### src/crva_pkg.sv
// Shared types and constants for the repulsion velocity accumulator.
package crva_pkg;

  localparam int MaxNeighbors = 64;
  localparam int ContactCap = (MaxNeighbors < 127) ? MaxNeighbors : 127;

  localparam logic [15:0] ScaleReset    = 16'd4096;
  localparam logic [15:0] StrengthReset = 16'd2560;

  localparam logic [0:0] RegScale    = 1'b0;
  localparam logic [0:0] RegStrength = 1'b1;

  localparam logic signed [39:0] AccMax = {1'b0, {39{1'b1}}};
  localparam logic signed [39:0] AccMin = {1'b1, {39{1'b0}}};

  typedef enum logic [3:0] {
    ST_IDLE,
    ST_PREP,
    ST_SQRT,
    ST_TEST,
    ST_DIV_FRAC,
    ST_WAIT_FRAC,
    ST_SQ,
    ST_MAG,
    ST_MUL_X,
    ST_DIV_X,
    ST_MUL_Y,
    ST_DIV_Y,
    ST_WAIT_Y,
    ST_ACC,
    ST_OUT
  } state_t;

  // Commands from controller to datapath.
  typedef struct packed {
    logic load;       // capture the request
    logic prep;       // rest length and squared distance
    logic sqrt_start;
    logic div_start;  // starts the shared divider on the selected operands
    logic [1:0] div_sel;  // 0 frac, 1 x, 2 y
    logic sq;
    logic mag;
    logic mul_x;
    logic mul_y;
    logic acc;        // add components, bump contacts
    logic emit;       // load output register, clear state
  } crva_cmd_t;

  typedef struct packed {
    logic present;
    logic last;
    logic overlap;
    logic sqrt_done;
    logic div_done;
  } crva_stat_t;

  localparam logic [1:0] DivFrac = 2'd0;
  localparam logic [1:0] DivX    = 2'd1;
  localparam logic [1:0] DivY    = 2'd2;

endpackage

### src/crva_ctrl.sv
// Sequencer for one neighbor request and the result handshake.
module crva_ctrl (
  input  logic                  clk,
  input  logic                  rst,
  input  logic                  in_valid,
  output logic                  in_ready,
  output logic                  out_valid,
  input  logic                  out_ready,
  output crva_pkg::crva_cmd_t   cmd,
  input  crva_pkg::crva_stat_t  stat
);
  crva_pkg::state_t state, state_next;
  logic [1:0] sel, sel_next;
  logic out_full;

  always_ff @(posedge clk) begin
    if (rst) begin
      state <= crva_pkg::ST_IDLE;
      sel <= crva_pkg::DivFrac;
      out_full <= 1'b0;
    end else begin
      state <= state_next;
      sel <= sel_next;
      if (cmd.emit) out_full <= 1'b1;
      else if (out_ready) out_full <= 1'b0;
    end
  end

  assign out_valid = out_full;

  always_comb begin
    state_next = state;
    sel_next = sel;
    cmd = '0;
    cmd.div_sel = sel;
    in_ready = 1'b0;
    case (state)
      crva_pkg::ST_IDLE: begin
        in_ready = 1'b1;
        if (in_valid) begin
          cmd.load = 1'b1;
          state_next = crva_pkg::ST_PREP;
        end
      end
      crva_pkg::ST_PREP: begin
        if (stat.present) begin
          cmd.prep = 1'b1;
          state_next = crva_pkg::ST_SQRT;
        end else begin
          state_next = stat.last ? crva_pkg::ST_OUT : crva_pkg::ST_IDLE;
        end
      end
      crva_pkg::ST_SQRT: begin
        cmd.sqrt_start = 1'b1;
        state_next = crva_pkg::ST_TEST;
      end
      crva_pkg::ST_TEST: begin
        if (stat.sqrt_done) state_next = crva_pkg::ST_DIV_FRAC;
      end
      crva_pkg::ST_DIV_FRAC: begin
        if (!stat.overlap) begin
          state_next = stat.last ? crva_pkg::ST_OUT : crva_pkg::ST_IDLE;
        end else begin
          cmd.div_sel = crva_pkg::DivFrac;
          sel_next = crva_pkg::DivFrac;
          cmd.div_start = 1'b1;
          state_next = crva_pkg::ST_WAIT_FRAC;
        end
      end
      crva_pkg::ST_WAIT_FRAC: begin
        // frac is registered at the done edge and squared in ST_SQ, the state after
        if (stat.div_done) state_next = crva_pkg::ST_SQ;
      end
      crva_pkg::ST_SQ: begin
        cmd.sq = 1'b1;
        state_next = crva_pkg::ST_MAG;
      end
      crva_pkg::ST_MAG: begin
        cmd.mag = 1'b1;
        state_next = crva_pkg::ST_MUL_X;
      end
      crva_pkg::ST_MUL_X: begin
        cmd.mul_x = 1'b1;
        sel_next = crva_pkg::DivX;
        state_next = crva_pkg::ST_DIV_X;
      end
      crva_pkg::ST_DIV_X: begin
        cmd.div_start = 1'b1;
        state_next = crva_pkg::ST_MUL_Y;
      end
      crva_pkg::ST_MUL_Y: begin
        if (stat.div_done) begin
          cmd.mul_y = 1'b1;
          sel_next = crva_pkg::DivY;
          state_next = crva_pkg::ST_DIV_Y;
        end
      end
      crva_pkg::ST_DIV_Y: begin
        cmd.div_start = 1'b1;
        state_next = crva_pkg::ST_WAIT_Y;
      end
      crva_pkg::ST_WAIT_Y: begin
        if (stat.div_done) state_next = crva_pkg::ST_ACC;
      end
      crva_pkg::ST_ACC: begin
        cmd.acc = 1'b1;
        state_next = stat.last ? crva_pkg::ST_OUT : crva_pkg::ST_IDLE;
      end
      crva_pkg::ST_OUT: begin
        // output register must be free before it is overwritten
        if (!out_full || out_ready) begin
          cmd.emit = 1'b1;
          state_next = crva_pkg::ST_IDLE;
        end
      end
      default: state_next = crva_pkg::ST_IDLE;
    endcase
  end
endmodule

### config.mk
export PLATFORM = sky130hd
export DESIGN_NAME = crva_ctrl
export DESIGN_NICKNAME = d
export VERILOG_FILES = /design/src/crva_pkg.sv /design/src/crva_ctrl.sv
export SDC_FILE = /design/constraint.sdc
export NUM_CORES = 1
export LEC_CHECK = 0
export ABC_AREA = 1
export BUFFER_PORTS_ARGS = -buffer_cell sky130_fd_sc_hd__buf_4
export CAP_MARGIN = 20
export CORE_MARGIN = 4
export CORE_UTILIZATION = 25
export CTS_CLUSTER_DIAMETER = 40
export DETAILED_ROUTE_END_ITERATION = 16
export HOLD_SLACK_MARGIN = 0.03
export REMOVE_ABC_BUFFERS = 1
export SLEW_MARGIN = 20
export SYNTH_ARGS = -nofsm -noshare
export SYNTH_HDL_FRONTEND = slang
export SYNTH_SLANG_ARGS = --single-unit
### constraint.sdc
create_clock -name clk -period 1.7 [get_ports clk]
set_input_delay 0.17 -clock clk [delete_from_list [all_inputs] [get_ports clk]]
set_output_delay 0.17 -clock clk [all_outputs]
set_load 0.02 [all_outputs]
# After elaboration in Yosys (flattened, before gate mapping)
# Cells that the tools add are included.
# totals
register_bits	7
# classes
reduce_logical	8
muxes	32
n_eq_ne	21
# ops
op	count
$pmux W4 S15	1
$mux W4	9
$eq A4 B4 Y1 const B	7
$eq A4 B3 Y1 const B	4
$mux W1	16
$ne A2 B2 Y1 const B	7
$eq A4 B2 Y1 const B	2
$mux W2	3
$pmux W2 S3	1
$reduce_and A6 Y1	1
$eq A4 B1 Y1 const B	1
$logic_not A4 Y1	1
$mux W3	1
$reduce_and A3 Y1	1
$reduce_bool A3 Y1	1
$pmux W1 S2	1
$reduce_bool A2 Y1	1
$reduce_or A2 Y1	1
$logic_not A1 Y1	1
$logic_or A1 B1 Y1	1

# Longest topological paths before layout
# depth
ltp_word	5
mapped_depth	10
mapped_depth_nobuf	9

# Least setup slack after synthesis
# Ideal clock, no wire load.
# synth_timing
kind	reg-to-reg
from	reg state[3]
to	reg out_full, in the netlist out_valid
setup_time_ps	65
stages_incl_launch_ff	5
arrival_ps	1236
period_less_slack_ps	1301
setup_slack_ps	399
cell_sequence	dfxtp_1 nand2_1 nor3_1 nor2_1 nor2_1
# synth_lines
element	line_no	source
start, declared	crva_ctrl.sv:12	crva_pkg::state_t state, state_next;
start signal, assigned	crva_ctrl.sv:18	state <= crva_pkg::ST_IDLE;
start signal, assigned	crva_ctrl.sv:22	state <= state_next;
end signal, assigned	crva_ctrl.sv:20	out_full <= 1'b0;
end signal, assigned	crva_ctrl.sv:24	if (cmd.emit) out_full <= 1'b1;
end signal, assigned	crva_ctrl.sv:25	else if (out_ready) out_full <= 1'b0;
end, declared	crva_ctrl.sv:14	logic out_full;

==> impl_metrics.csv <==
group,metric,value,unit
setup_path,rrSetupSlack,0.21,ns
layout,final_common_cell,"nand2_1",
detailed_routing,wl,1710,µm
sta,holdWs,0.135,ns
sta,fin_setup_tns,0,ns
grt,grt_pass1_wl,2900,µm
clock_network,clk_path_buf_depth,2,
sta,max_slew_margin,0.743,
sta,period_share,0.915,
setup_path,max_stage_delay,0.40,ns
logic_synthesis,syn_area_per_cell,5.30,µm²
layout,mostFrequentLayoutCells,"39 x nand2_1, 22 x buf_4, 20 x inv_1, 20 x nor2_1, 10 x nand3_1",
setup_path,crit_slowest_cell,"dfxtp_1",
clock_network,cts_sinks,7,
floorplanning,core_area,2300,µm²
grt,grt_max_degree,9,
grt,busiest_layer,"met2",
grt,gr-total-overflow,0,
setup_path,r2r-start,"state[1]$_SDFFE_PP0P_",
sta,fmax,643,MHz
pwr,leakage,0.508,nW
layout,utilization,0.365,
layout,diodes,0,
run,drv_cap,0,
sta,final-max-slew-violation-count,0,
clock_network,root_buffer,"clkbuf_4",
setup_path,crit_required,1.53,ns
setup_path,startpoint_type,"register",
min_path,min_path_type,"in -> reg",
detailed_routing,drc,0,
pwr,ir_worst_vdd,0.678,mV
layout,drive_gt1_frac,0.238,
layout,area_growth,32.9,%
detailed_routing,ant_nets,0,
min_path,holdPathStages,2,
setup_path,endpoint_kind,"output pin",
setup_path,critPathArrivalTime,1.39,ns
setup_path,path_delay_family,"simple AND/OR/NAND/NOR gates",
grt,grt_usage,0.110,
sta,tightestPinTransition,0.383,ns
clock_network,cts_buffers,3,
run_status,status,"complete, no violations",
grt,grt.met2_usage,0.181,
floorplanning,die-area,3390,µm²
floorplanning,fp.dieH,58.2,µm
placement,numPlacedInstances,167,
sta,setup_viol,0,
logic_synthesis,synth_area,631,µm²
layout,fill_cells,278,
setup_path,crit_path_max_fanout,8,
grt,antenna_found_initial,0,
floorplanning,ios,23,
clock_network,cts_tree,"done",
setup_path,r2r_cells,8,
sta,skew,0.00415,ns
logic_synthesis,syn_inst,119,
sta,post-route-min-period,1.56,ns
clock_network,cts_setup_buffers,0,
floorplanning,chipWidth,58.2,µm
clock_network,clk_latency,0.25,ns
detailed_routing,drt_first_pass_iters,4,
setup_path,critical_path_buf_inv_count,2,
setup_path,regToRegEndpoint,"state[2]$_SDFFE_PP0P_",
min_path,hp-start,"rst",
detailed_routing,post_drt_wl_per_cell,10.0,µm
clock_network,h-tree-depth,1,
grt,use_met3,0.0445,
sta,hold_viol,0,
layout,fin_nets,153,
logic_synthesis,synth-seq-cells,7,
detailed_routing,dr.first_iter.drc_count,16,
layout,fin_cells,171,
detailed_routing,drt-vias-per-instance,4.49,
setup_path,path_cells,"nor2_2, nand3_2, inv_1, nor2_1, buf_4",
logic_synthesis,ys_types,16,
logic_synthesis,ys_warn_count,0,
min_path,hold_end,"sel[0]$_SDFFE_PP0P_",
detailed_routing,vias,767,
setup_path,path_class,"reg -> out",
placement,gp_congestion,0.844,
placement,io_buffers,22,
floorplanning,start_util,0.275,
logic_synthesis,ys_seq_area_frac,0.222,
placement,dp_hpwl,1420,µm
sta,grt_setup_unrepaired,"no",
floorplanning,rows,17,
clock_network,path_clk_slew,0.05,ns
clock_network,cts_resized,0,
grt,grt_pass1_vias,705,
pwr,power_density,1400,nW/µm²
grt,grt_use_met1,0.140,
clock_network,cts_hold_buffers,0,
-- power breakdown --
group / internal (W) / leakage, nW / switching [W]
logic: 0.000268 / 0.436 / 0.000476
clock network: 0.0000895 / 0.0150 / 0.0000602
registers: 0.000205 / 0.0569 / 0.0000723
total: 0.000562 / 0.508 / 0.000608
-- how the worst max path moves through the flow --
stage                                from                     end  slack [ns]  cells past startpoint
floorplan           state[1]$_SDFFE_PP0P_  out_valid$_SDFFE_PP0P_        0.35                      4
global placement    state[1]$_SDFFE_PP0P_   state[2]$_SDFFE_PP0P_        0.25                      8
detailed placement  state[1]$_SDFFE_PP0P_   state[2]$_SDFFE_PP0P_        0.24                      8
CTS                 state[1]$_SDFFE_PP0P_                  cmd[6]        0.14                      5
global route        state[2]$_SDFFE_PP0P_                  cmd[8]        0.02                      5
finish              state[1]$_SDFFE_PP0P_                  cmd[7]        0.14                      5
-- routing by layer --
metal / part of all wire / up-vias
met2: 0.46 / 26
met1: 0.47 / 331
met5: 0 / -
met3: 0.060 / 2
li1: - / 408
met4: 0.0070 / 0
-- state kept, by name, summed over array words and instances, names as in the netlist --
| name | count |
|---|---|
| sel | 2 |
| state | 4 |
| out_valid | 1 |
-- cells by family (layout without fill, tap and decap cells) --
logic type | Yosys count | in the layout | share of synthesized area
and+or+nand+nor | 82 | 82 | 0.567
buffers and inverters | 23 | 47 | 0.155
AOI/OAI and AO/OA | 7 | 7 | 0.0555
DFF | 7 | 7 | 0.222
-- stage by stage --
stage	setup WS, ns	cell area [µm²]	total power [W]
floorplan	0.349	612	0.000791
global placement	0.247	812	0.00102
detailed placement	0.237	812	0.00102
CTS	0.140	838	0.00118
global route	0.0201	838	0.00128
finish	0.144	838	0.00117
-- final cells by class --
type	count	area, µm²	area share
Multi-Input combinational cell	89	393	0.469
Timing Repair Buffer	22	165	0.197
Sequential cell	7	140	0.167
Inverter	21	78.8	0.0940
Tap cell	28	35.0	0.0418
Clock buffer	4	26.3	0.0313
-- synth_stat cells (all sizes together) --
master | number | area share
o21ai | 1 | 0.0079
buf | 2 | 0.030
dfxtp | 7 | 0.22
nand3b | 1 | 0.012
nor3 | 4 | 0.032
nor2 | 24 | 0.17
nand3 | 11 | 0.095
nand2 | 42 | 0.26
a21oi | 6 | 0.048
inv | 21 | 0.12
(Power assumes the default switching activity.)
